==> config.mk <==
export PLATFORM = sky130hd
export DESIGN_NAME = gated_moving_average
export DESIGN_NICKNAME = d
export VERILOG_FILES = /design/src/hw/rtl/gma_pkg.sv /design/src/hw/rtl/gated_moving_average.sv /design/src/hw/rtl/gma_ram.sv /design/src/hw/rtl/gma_queue.sv /design/src/hw/rtl/gma_front.sv /design/src/hw/rtl/gma_back.sv
export SDC_FILE = /design/constraint.sdc
export NUM_CORES = 2
export LEC_CHECK = 0
export ABC_AREA = 1
export BUFFER_PORTS_ARGS = -buffer_cell sky130_fd_sc_hd__buf_2
export CORE_ASPECT_RATIO = 0.75
export CORE_MARGIN = 1
export CORE_UTILIZATION = 50
export CTS_CLUSTER_SIZE = 40
export DETAILED_ROUTE_END_ITERATION = 10
export PLACE_DENSITY = 0.64
export SYNTH_ARGS = -nofsm -noshare
export SYNTH_HDL_FRONTEND = slang
export SYNTH_SLANG_ARGS = --single-unit
==> constraint.sdc <==
create_clock -name i_clk -period 4.7 [get_ports i_clk]
set_input_delay 0.94 -clock i_clk [delete_from_list [all_inputs] [get_ports i_clk]]
set_output_delay 0.94 -clock i_clk [all_outputs]
set_load 0.05 [all_outputs]
==> src/hw/rtl/gma_pkg.sv <==
`timescale 1ns / 1ps
// types and constants for the gated moving average
// no dependencies
package gma_pkg;

    localparam int INTENSITY_W = 16;
    localparam int TIME_W      = 32;
    localparam int APB_DATA_W  = 32;
    localparam int APB_ADDR_W  = 3;
    localparam int REG_IDX_W   = APB_ADDR_W - 2;

    localparam logic [REG_IDX_W-1:0] REG_SAMPLE_INTERVAL = '0;
    localparam logic [TIME_W-1:0]    INTERVAL_RESET      = 32'd1000;

    typedef struct packed {
        logic [INTENSITY_W-1:0] intensity;
        logic                   accepted;
    } t_queue_entry;

    typedef enum logic [1:0] {
        ST_IDLE,
        ST_UPDATE,
        ST_DIVIDE,
        ST_DONE
    } t_back_state;

endpackage

==> src/hw/rtl/gated_moving_average.sv <==
`timescale 1ns / 1ps
// Time-gated moving average of light intensity samples with warm-up.
// Input channel (i_valid/o_ready): a Q0.16 intensity and a millisecond
// timestamp. A sample enters the window only when the wrapping time since
// the last entered sample exceeds the sample interval register (APB, 0x0).
// Output channel (o_valid/i_ready): one result per input transfer, the
// mean of the stored samples, whether the sample entered, and window full.
// Path: a gated-out sample passes the queue, then the result register; an entered
// one passes the queue, the ring update, the one-bit-per-cycle divider in the back
// end and a done state, then the result register. The back takes no new sample
// until an entered one is through; gated-out ones go at one per cycle while it is
// idle and each result is taken. A two-entry queue lets the front keep taking
// items while the back divides or waits on a stalled receiver.
// Reset (synchronous, active low) empties the window, clears the sum and
// last time, and sets the interval to 1000 ms; it needs no clearing pass.
// While the receiver stalls the result holds and the queue fills, after
// which o_ready drops.
// depends on gma_pkg, gma_front, gma_queue, gma_back
module gated_moving_average import gma_pkg::*; #(
    parameter int WINDOW_DEPTH = 64
) (
    input  logic                   i_clk,
    input  logic                   i_rst_n,
    input  logic                   psel,
    input  logic                   penable,
    input  logic                   pwrite,
    input  logic [APB_ADDR_W-1:0]  paddr,
    input  logic [APB_DATA_W-1:0]  pwdata,
    output logic [APB_DATA_W-1:0]  prdata,
    output logic                   pready,
    input  logic                   i_valid,
    output logic                   o_ready,
    input  logic [INTENSITY_W-1:0] i_intensity,
    input  logic [TIME_W-1:0]      i_now_ms,
    output logic                   o_valid,
    input  logic                   i_ready,
    output logic [INTENSITY_W-1:0] o_average,
    output logic                   o_accepted,
    output logic                   o_window_full
);

    t_queue_entry push_entry;
    t_queue_entry head_entry;
    logic         push;
    logic         pop;
    logic         q_empty;
    logic         q_full;

    gma_front u_front (
        .i_clk        (i_clk),
        .i_rst_n      (i_rst_n),
        .psel         (psel),
        .penable      (penable),
        .pwrite       (pwrite),
        .paddr        (paddr),
        .pwdata       (pwdata),
        .prdata       (prdata),
        .pready       (pready),
        .i_valid      (i_valid),
        .o_ready      (o_ready),
        .i_intensity  (i_intensity),
        .i_now_ms     (i_now_ms),
        .i_queue_full (q_full),
        .o_push       (push),
        .o_push_entry (push_entry)
    );

    gma_queue #(
        .DEPTH (2)
    ) u_queue (
        .i_clk   (i_clk),
        .i_rst_n (i_rst_n),
        .i_push  (push),
        .i_entry (push_entry),
        .i_pop   (pop),
        .o_entry (head_entry),
        .o_empty (q_empty),
        .o_full  (q_full)
    );

    gma_back #(
        .WINDOW_DEPTH (WINDOW_DEPTH)
    ) u_back (
        .i_clk         (i_clk),
        .i_rst_n       (i_rst_n),
        .i_entry       (head_entry),
        .i_empty       (q_empty),
        .o_pop         (pop),
        .o_valid       (o_valid),
        .i_ready       (i_ready),
        .o_average     (o_average),
        .o_accepted    (o_accepted),
        .o_window_full (o_window_full)
    );

endmodule

==> src/hw/rtl/gma_ram.sv <==
`timescale 1ns / 1ps
// generic single write port ram with registered read
// no dependencies
module gma_ram #(
    parameter int WIDTH = 16,
    parameter int DEPTH = 64,
    localparam int ADDR_W = (DEPTH > 1) ? $clog2(DEPTH) : 1
) (
    input  logic              i_clk,
    input  logic              i_we,
    input  logic [ADDR_W-1:0] i_waddr,
    input  logic [WIDTH-1:0]  i_wdata,
    input  logic [ADDR_W-1:0] i_raddr,
    output logic [WIDTH-1:0]  o_rdata
);

    logic [WIDTH-1:0] r_mem [DEPTH];
    logic [WIDTH-1:0] r_rdata;

    always_ff @(posedge i_clk) begin
        if (i_we) begin
            r_mem[i_waddr] <= i_wdata;
        end
        r_rdata <= r_mem[i_raddr];
    end

    assign o_rdata = r_rdata;

endmodule

==> src/hw/rtl/gma_queue.sv <==
`timescale 1ns / 1ps
// short queue of classified samples between front and back
// depends on gma_pkg
module gma_queue import gma_pkg::*; #(
    parameter int DEPTH = 2
) (
    input  logic         i_clk,
    input  logic         i_rst_n,
    input  logic         i_push,
    input  t_queue_entry i_entry,
    input  logic         i_pop,
    output t_queue_entry o_entry,
    output logic         o_empty,
    output logic         o_full
);

    localparam int PTR_W = (DEPTH > 1) ? $clog2(DEPTH) : 1;
    localparam int CNT_W = $clog2(DEPTH + 1);
    localparam logic [PTR_W-1:0] PTR_LAST = PTR_W'(DEPTH - 1);
    localparam logic [CNT_W-1:0] CNT_FULL = CNT_W'(DEPTH);

    t_queue_entry     r_mem [DEPTH];
    logic [PTR_W-1:0] r_wr_ptr;
    logic [PTR_W-1:0] r_rd_ptr;
    logic [CNT_W-1:0] r_count;

    always_ff @(posedge i_clk) begin
        if (i_push) begin
            r_mem[r_wr_ptr] <= i_entry;
        end
    end

    always_ff @(posedge i_clk) begin
        if (!i_rst_n) begin
            r_wr_ptr <= '0;
            r_rd_ptr <= '0;
            r_count  <= '0;
        end else begin
            if (i_push) begin
                r_wr_ptr <= (r_wr_ptr == PTR_LAST) ? '0 : r_wr_ptr + 1'b1;
            end
            if (i_pop) begin
                r_rd_ptr <= (r_rd_ptr == PTR_LAST) ? '0 : r_rd_ptr + 1'b1;
            end
            if (i_push && !i_pop) begin
                r_count <= r_count + 1'b1;
            end else if (i_pop && !i_push) begin
                r_count <= r_count - 1'b1;
            end
        end
    end

    assign o_entry = r_mem[r_rd_ptr];
    assign o_empty = (r_count == '0);
    assign o_full  = (r_count == CNT_FULL);

endmodule

==> src/hw/rtl/gma_front.sv <==
`timescale 1ns / 1ps
// front end: register port, time gate and sample classification
// depends on gma_pkg
module gma_front import gma_pkg::*; (
    input  logic                   i_clk,
    input  logic                   i_rst_n,
    input  logic                   psel,
    input  logic                   penable,
    input  logic                   pwrite,
    input  logic [APB_ADDR_W-1:0]  paddr,
    input  logic [APB_DATA_W-1:0]  pwdata,
    output logic [APB_DATA_W-1:0]  prdata,
    output logic                   pready,
    input  logic                   i_valid,
    output logic                   o_ready,
    input  logic [INTENSITY_W-1:0] i_intensity,
    input  logic [TIME_W-1:0]      i_now_ms,
    input  logic                   i_queue_full,
    output logic                   o_push,
    output t_queue_entry           o_push_entry
);

    logic [TIME_W-1:0] r_interval;
    logic [TIME_W-1:0] r_last_time;
    logic [TIME_W-1:0] elapsed;
    logic              take;
    logic              reg_hit;
    logic              cfg_write;

    assign reg_hit   = (paddr[APB_ADDR_W-1:2] == REG_SAMPLE_INTERVAL);
    assign cfg_write = psel && penable && pwrite && reg_hit;
    assign pready    = 1'b1;
    assign prdata    = reg_hit ? r_interval : '0;

    assign elapsed = i_now_ms - r_last_time;
    assign take    = (elapsed > r_interval);

    assign o_ready = !i_queue_full;
    assign o_push  = i_valid && !i_queue_full;

    assign o_push_entry.intensity = i_intensity;
    assign o_push_entry.accepted  = take;

    always_ff @(posedge i_clk) begin
        if (!i_rst_n) begin
            r_interval  <= INTERVAL_RESET;
            r_last_time <= '0;
        end else begin
            if (cfg_write) begin
                r_interval <= pwdata;
            end
            if (o_push && take) begin
                r_last_time <= i_now_ms;
            end
        end
    end

endmodule

==> src/hw/rtl/gma_back.sv <==
`timescale 1ns / 1ps
// back end: ring update, running sum, serial divide and result register
// depends on gma_pkg and gma_ram
module gma_back import gma_pkg::*; #(
    parameter int WINDOW_DEPTH = 64
) (
    input  logic                   i_clk,
    input  logic                   i_rst_n,
    input  t_queue_entry           i_entry,
    input  logic                   i_empty,
    output logic                   o_pop,
    output logic                   o_valid,
    input  logic                   i_ready,
    output logic [INTENSITY_W-1:0] o_average,
    output logic                   o_accepted,
    output logic                   o_window_full
);

    localparam int PTR_W  = (WINDOW_DEPTH > 1) ? $clog2(WINDOW_DEPTH) : 1;
    localparam int CNT_W  = $clog2(WINDOW_DEPTH + 1);
    localparam int SUM_W  = INTENSITY_W + PTR_W;
    localparam int STEP_W = $clog2(SUM_W);
    localparam logic [PTR_W-1:0]  PTR_LAST  = PTR_W'(WINDOW_DEPTH - 1);
    localparam logic [CNT_W-1:0]  CNT_FULL  = CNT_W'(WINDOW_DEPTH);
    localparam logic [STEP_W-1:0] STEP_LAST = STEP_W'(SUM_W - 1);

    t_back_state r_state;
    t_back_state n_state;

    logic [PTR_W-1:0]       r_wptr;
    logic [CNT_W-1:0]       r_count;
    logic [SUM_W-1:0]       r_sum;
    logic [INTENSITY_W-1:0] r_avg;
    logic [INTENSITY_W-1:0] r_sample;
    logic [CNT_W-1:0]       r_rem;
    logic [SUM_W-1:0]       r_quo;
    logic [STEP_W-1:0]      r_step;

    logic                   r_o_valid;
    logic [INTENSITY_W-1:0] r_o_average;
    logic                   r_o_accepted;
    logic                   r_o_full;

    logic                   out_free;
    logic                   ring_we;
    logic                   load_skip;
    logic                   load_done;
    logic                   full;
    logic [INTENSITY_W-1:0] ring_rdata;
    logic [SUM_W-1:0]       n_sum;
    logic [CNT_W:0]         partial;
    logic                   ge;
    logic [CNT_W:0]         diff;

    gma_ram #(
        .WIDTH (INTENSITY_W),
        .DEPTH (WINDOW_DEPTH)
    ) u_ring (
        .i_clk   (i_clk),
        .i_we    (ring_we),
        .i_waddr (r_wptr),
        .i_wdata (r_sample),
        .i_raddr (r_wptr),
        .o_rdata (ring_rdata)
    );

    assign out_free = !r_o_valid || i_ready;
    assign full     = (r_count == CNT_FULL);

    always_comb begin
        n_state = r_state;
        unique case (r_state)
            ST_IDLE: begin
                if (!i_empty && i_entry.accepted) begin
                    n_state = ST_UPDATE;
                end
            end
            ST_UPDATE: n_state = ST_DIVIDE;
            ST_DIVIDE: begin
                if (r_step == STEP_LAST) begin
                    n_state = ST_DONE;
                end
            end
            ST_DONE: begin
                if (out_free) begin
                    n_state = ST_IDLE;
                end
            end
            default: n_state = ST_IDLE;
        endcase
    end

    always_comb begin
        o_pop     = 1'b0;
        ring_we   = 1'b0;
        load_skip = 1'b0;
        load_done = 1'b0;
        unique case (r_state)
            ST_IDLE: begin
                if (!i_empty) begin
                    if (i_entry.accepted) begin
                        o_pop = 1'b1;
                    end else if (out_free) begin
                        o_pop     = 1'b1;
                        load_skip = 1'b1;
                    end
                end
            end
            ST_UPDATE: ring_we = 1'b1;
            ST_DIVIDE: ;
            ST_DONE:   load_done = out_free;
            default: ;
        endcase
    end

    // old sample leaves only once the window is full
    assign n_sum = r_sum - (full ? SUM_W'(ring_rdata) : '0) + SUM_W'(r_sample);

    assign partial = {r_rem, r_quo[SUM_W-1]};
    assign diff    = partial - {1'b0, r_count};
    assign ge      = (partial >= {1'b0, r_count});

    always_ff @(posedge i_clk) begin
        if (!i_rst_n) begin
            r_state   <= ST_IDLE;
            r_wptr    <= '0;
            r_count   <= '0;
            r_sum     <= '0;
            r_avg     <= '0;
            r_o_valid <= 1'b0;
        end else begin
            r_state <= n_state;
            if (ring_we) begin
                r_sum  <= n_sum;
                r_wptr <= (r_wptr == PTR_LAST) ? '0 : r_wptr + 1'b1;
                if (!full) begin
                    r_count <= r_count + 1'b1;
                end
            end
            if (load_done) begin
                r_avg <= r_quo[INTENSITY_W-1:0];
            end
            if (load_skip || load_done) begin
                r_o_valid <= 1'b1;
            end else if (i_ready) begin
                r_o_valid <= 1'b0;
            end
        end
    end

    always_ff @(posedge i_clk) begin
        if (o_pop) begin
            r_sample <= i_entry.intensity;
        end
        if (ring_we) begin
            r_quo  <= n_sum;
            r_rem  <= '0;
            r_step <= '0;
        end else if (r_state == ST_DIVIDE) begin
            r_quo  <= {r_quo[SUM_W-2:0], ge};
            r_rem  <= ge ? diff[CNT_W-1:0] : partial[CNT_W-1:0];
            r_step <= r_step + 1'b1;
        end
        if (load_skip) begin
            r_o_average  <= r_avg;
            r_o_accepted <= 1'b0;
            r_o_full     <= full;
        end else if (load_done) begin
            r_o_average  <= r_quo[INTENSITY_W-1:0];
            r_o_accepted <= 1'b1;
            r_o_full     <= full;
        end
    end

    assign o_valid       = r_o_valid;
    assign o_average     = r_o_average;
    assign o_accepted    = r_o_accepted;
    assign o_window_full = r_o_full;

endmodule

Word-level counts from Yosys, hierarchy flattened
Memory sizes are Yosys's and may differ from the RTL's. A register that Yosys moved wholly into a read port is not among the register bits.
Index checks and enable logic that the tools add are counted.

cells by class
  $add $sub $neg = 11
  order comparisons = 2
  eq/ne operators = 10
  muxes and demuxes = 35
  bitwise operators = 2
  reduce and logical (&&, ||, !) cells = 23

operator list
  kind                   count
  $mux W16               3
  $mux W22               2
  $gt A32 B32 Y1         1
  $mux W32               1
  $sub A32 B32 Y32       1
  $add A22 B16 Y22       1
  $sub A22 B22 Y22       1
  $mux W1                21
  $mux W2                5
  $ge A8 B7 Y1           1
  $logic_and A1 B1 Y1    8
  $pmux W2 S4            1
  $reduce_bool A2 Y1     4
  $add A7 B1 Y7 const B  1
  $eq A7 B7 Y1 const B   1
  $mux W7                1
  $sub A7 B7 Y7          1
  $add A6 B1 Y6 const B  1
  $eq A2 B2 Y1 const B   3
  $eq A6 B6 Y1 const B   1
  $mux W6                1
  $ne A2 B1 Y1 const B   3
  $add A5 B1 Y5 const B  1
  $eq A5 B5 Y1 const B   1
  other kinds (10)       18

word-level totals
  register bits after elaboration = 190
  bits in writable memories = 1058
  output and inout port bits = 53
  logic and storage cells = 103
  memories kept = 2

memory list
  name                 depth  bits a word  read ports  clocked after memory_dff  write ports  line             text
  u_back.u_ring.r_mem  64     16           1           1                         1            gma_ram.sv:17    logic [WIDTH-1:0] r_mem [DEPTH];
  u_queue.r_mem        2      17           1           1                         1            gma_queue.sv:22  t_queue_entry r_mem [DEPTH];

Logic depth before layout (Yosys ltp)
  word-level depth = 9
  mapped depth = 25

Modules after synthesis
Synthesis repeated with hierarchy kept, for this count alone.

second synthesis, totals
  cells, all modules = 5439
  area total of the unflattened synthesis = 56401.6 um^2

by module, submodules not included
  module     instances  cells an instance  area an instance (um^2)
  gma_ram    1          3517               42099.1
  gma_back   1          935                7145.6
  gma_front  1          899                5647.9
  gma_queue  1          88                 1508.9

Worst setup path after synthesis
Ideal clock, no wire load.

  path kind = input -> register
  start point = input i_now_ms[0]
  end point = memory u_queue.r_mem[0][0] in the netlist's numbering (data pin)
  data arrival time = 3567 ps
  data required time = 4442 ps
  path slack = 876 ps
  stages on the path = 21
  path buffers = 1
  cell sequence = inv_1 ha_1 inv_1 fa_1 nand3_1 nand2_1 nand3_1 nand2_1 nand3_1 nand2_1 nand3_1 nand2_1 xor2_1 ha_1 nand2_1 nor2_2 nand2_1 nor4_4 nand3_2 buf_2 and2_1

on the way
  word-level cells in the longest chain between the ends = 2

ends and longest elaborated chain
  what                line                        text
  start: declaration  gated_moving_average.sv:34  input logic [TIME_W-1:0] i_now_ms,
  $sub A32 B32 Y32    gma_front.sv:35             assign elapsed = i_now_ms - r_last_time;
  $gt A32 B32 Y1      gma_front.sv:36             assign take = (elapsed > r_interval);
  via u_front.take    gma_front.sv:26             logic take;
  end: declaration    gma_queue.sv:22

The timed path passes the listed nets, and every way through them passes these cells.

Worst setup path after layout
  start point = register u_back.r_count[1]
  end point = register u_back.r_quo[8] (data pin)

on the way
  word-level cells in the longest chain between the ends = 5

ends and longest elaborated chain
  what                      line             text
  start: declaration        gma_back.sv:31   logic [CNT_W-1:0] r_count;
  start signal: assignment  gma_back.sv:137  r_count <= r_count + 1'b1;
  $eq A7 B7 Y1              gma_back.sv:68   assign full = (r_count == CNT_FULL);
  via u_back.full           gma_back.sv:48   logic full;
  $mux W16                  gma_back.sv:117  assign n_sum = r_sum - (full ? SUM_W'(ring_rdata) : '0) + SUM_W'(r_sample);
  $sub A22 B22 Y22          gma_back.sv:117
  $add A22 B16 Y22          gma_back.sv:117
  $mux W22                  gma_back.sv:155  if (ring_we) begin
  end signal: assignment    gma_back.sv:156  r_quo <= n_sum;
  end signal: assignment    gma_back.sv:160  r_quo <= {r_quo[SUM_W-2:0], ge};
  end: declaration          gma_back.sv:36   logic [SUM_W-1:0] r_quo;

The timed path passes the listed nets, and every way through them passes these cells.
A chain may end at the register's enable or synchronous reset.

==> results.sh <==
export IMPL_fin_crit_ns=4.03
export IMPL_die_x_um=377
export IMPL_async_flop_share=0
export IMPL_nets=4927
export IMPL_synth_area_um2=52700
export IMPL_tightest_slew_ns=1.24
export IMPL_grt_max_degree=81
export IMPL_relSlewSlack=0.174
export IMPL_whs_endpoint="u_queue.r_mem[1][11]"
export IMPL_r2r_end="u_back.r_quo[8]"
export IMPL_post_route_period_util=0.857
export IMPL_yosysTopAreaCell="edfxtp_1"
export IMPL_antenna_found_initial=17
export IMPL_synthTopCellsByArea="edfxtp_1, nand2_1, dfxtp_1"
export IMPL_p_leak_nw=21.8
export IMPL_synth_most_common_cell="nand2_1"
export IMPL_synth_avg_cell_area_um2=11.7
export IMPL_clk_path_buf_depth=3
export IMPL_dpl_hpwl_mm=89.7
export IMPL_cts_buffers=116
export IMPL_syn_nets=4703
export IMPL_portBuffers=139
export IMPL_route_vias_total=34859
export IMPL_reg2reg_slack_ns=0.67
export IMPL_hp_start="i_intensity[10]"
export IMPL_ys_seq_elements=1265
export IMPL_wire_per_inst_um=23.2
export IMPL_critPathCaptureType="register"
export IMPL_cp_max_fo=16
export IMPL_fillers=8543
export IMPL_rsz0062_at_grt="no"
export IMPL_critPathTopFamily="simple AND/OR/NAND/NOR gates"
export IMPL_htreeDepth=3
export IMPL_cts_sinks=1265
export IMPL_route_detailed_drc=0
export IMPL_core_area_um2=104000
export IMPL_ir_drop_v=0.000615
export IMPL_r2r_start="u_back.r_count[1]"
export IMPL_hold_viol_final=0
export IMPL_die_y_um=283
export IMPL_yosys_warnings=0
export IMPL_holdWs_ns=0.412
export IMPL_initial_core_util=0.508
export IMPL_min_path_type="primary input to register"
export IMPL_cpPeakStageDelay_ns=0.41
export IMPL_crit_slowest_cell="fa_1"
export IMPL_path_class="register to register"
export IMPL_viasPerCell=5.61
export IMPL_holdBufCountCts=0
export IMPL_cp_cell_sequence="inv_1, ha_1, nand4_1, nor2_1, inv_1, nor2_1, ha_1, inv_1, ha_1, inv_1, fa_1, inv_1, nand3_1, nand2_1, inv_1, nor2_1, nor2_1, inv_1, a21oi_1, o21ai_0, o21ai_0"
export IMPL_clock_latency_ns=0.72
export IMPL_drtIter0Drc=4160
export IMPL_grt_pass1_wl_mm=211
export IMPL_min_delay_path_depth=1
export IMPL_cts_resized=0
export IMPL_cp_required_ns=5.15
export IMPL_gp_congestion=0.924
export IMPL_ant_nets=0
export IMPL_synthDominantCellAreaShare=0.635
export IMPL_drive_gt1_frac=0.106
export IMPL_fin_ws_ns=0.670
export IMPL_pin_count=143
export IMPL_wl_mm=144
export IMPL_critPathLaunchType="register"
export IMPL_cp_arrival_ns=4.48
export IMPL_ys_types=52
export IMPL_max_freq_mhz=248
export IMPL_num_rows=102
export IMPL_cp_num_buf_inv=7
export IMPL_drt_pass1_iterations=6
export IMPL_grt_usage=0.269
export IMPL_max_cap_violations=0
export IMPL_clockRootBuffer="clkbuf_16"
export IMPL_cp_common_cell="inv_1"
export IMPL_area_growth_pct=12.2
export IMPL_postSynthCellCount=4493
export IMPL_yosysSeqAreaShare=0.692
export IMPL_clkTransAtPathRegs_ns=0.07
export IMPL_cts_tree="done"
export IMPL_netlist_top_cells_count="nand2_1, edfxtp_1, inv_1"
export IMPL_postCtsSetupBuffers=0
export IMPL_grt_pass1_vias=32532
export IMPL_place_ws_ns=0.181
export IMPL_drv_slew=0
export IMPL_globalRoute_totalOverflow=0
export IMPL_synthFlopType="edfxtp_1"
export IMPL_run_status="completed"
export IMPL_tns_ns=0
export IMPL_dieArea_um2=107000
export IMPL_synth_edf_count=1113
export IMPL_reg2regPathDepth=21
export IMPL_powerDensity_nw_per_um2=575
export IMPL_finalClockSkew_ns=0.0255
export IMPL_finalSetupViolations=0
==> per-layer routing <==
metal / GRT usage / wire length (um) / vias up
li1: - / - / 16184
met4: 0.0728 / 3690 / 20
met5: 0 / 132 / -
met2: 0.373 / 59400 / 1624
met1: 0.416 / 64100 / 16790
met3: 0.0680 / 16800 / 241
==> layout by cell type, fill, tap and decap left out, types with 18 or more instances in the layout <==
cell type and instances:
buf_4 129, edfxtp_1 1113, nor3_1 19, nand4_1 183, dfxtp_1 152, o21ai_1 61, clkbuf_16 117, nand3_1 110
a21oi_1 192, clkinv_2 19, clkbuf_1 24, fa_1 18, a22oi_1 124, inv_1 388, o21ai_0 170, nand2_1 1185
a22o_1 38, buf_2 139, xor2_1 25, nor2_1 279, clkinv_1 26, ha_1 101
==> stage by stage <==
stage               power (mW)   util  cells  area (um2)
finish                    33.9  0.569   6219       59100
CTS                       34.0  0.569   6217       59100
detailed placement        24.7  0.533   6003       55300
floorplan                 21.4      -   4493       52700
global placement          24.5  0.533   6003       55300
global route              35.6  0.569   6219       59100
==> flip-flops by register name (all words and copies together) (netlist names), named ones only <==
register / cells
u_back.r_state: 2
u_back.o_window_full: 1
u_back.r_wptr: 6
u_back.r_sample: 16
u_back.u_ring.r_mem: 1024
u_front.r_last_time: 32
u_back.o_valid: 1
u_back.r_quo: 22
u_front.r_interval: 32
u_back.r_avg: 16
u_back.r_count: 7
u_back.o_accepted: 1
u_queue.r_wr_ptr: 1
u_back.r_sum: 22
u_back.r_rem: 7
u_back.o_average: 16
u_queue.r_mem: 34
u_back.u_ring.o_rdata: 16
u_queue.r_rd_ptr: 1
u_queue.r_count: 2
u_back.r_step: 5
==> kinds of logic after synthesis <==
kind of cell / Yosys count / synth area share
AND/OR/NAND/NOR: 1842 / 0.148
adder cells (fa/ha/maj): 120 / 0.0311
XOR/XNOR: 32 / 0.00532
AO/OA/AOI/OAI: 649 / 0.0738
flip-flops: 1265 / 0.692
other: 1 / 0.0000712
buffers and inverters: 584 / 0.0489
==> cell type report <==
class	count	area (um2)	share of cell area
sequential	1265	36500	0.617
antenna	2	5.00	0.0000847
inverter	411	1560	0.0264
clock buffer	145	3070	0.0520
tap	1404	1760	0.0297
multi-input combinational	2644	13700	0.231
clock inverter	69	662	0.0112
timing repair buffer	279	1880	0.0319
==> where the power goes <==
group          total, mW  switching [mW]  internal [mW]
registers           14.6           0.356           14.3
logic               10.0            7.26           2.74
clock network       9.33            4.18           5.15
total               33.9            11.8           22.1
==> worst register-to-register path, stage by stage, from the launching register on <==
cell and delay, ns:
dfxtp_1 0.36, inv_1 0.10, ha_1 0.15, nand4_1 0.09, nor2_1 0.31, inv_1 0.35
nor2_1 0.22, ha_1 0.25, inv_1 0.06, ha_1 0.16, inv_1 0.06, fa_1 0.41
inv_1 0.16, nand3_1 0.11, nand2_1 0.18, inv_1 0.06, nor2_1 0.08, nor2_1 0.04
inv_1 0.15, a21oi_1 0.08, o21ai_0 0.23, o21ai_0 0.16
==> worst max-delay path by stage <==
stage                     cells after the start               from  slack [ns]                      end
after floorplan                              21        i_now_ms[0]        0.88      u_queue.r_mem[0][0]
after detailed placement                     23        i_now_ms[2]        0.18  u_front.r_last_time[14]
final                                        21  u_back.r_count[1]        0.67          u_back.r_quo[8]
after global routing                         21  u_back.r_count[0]        0.33          u_back.r_quo[8]
after CTS                                    21  u_back.r_count[1]        0.68          u_back.r_quo[8]
after global placement                       23        i_now_ms[2]        0.27  u_front.r_last_time[13]
Power figures use the tool's default switching activity.
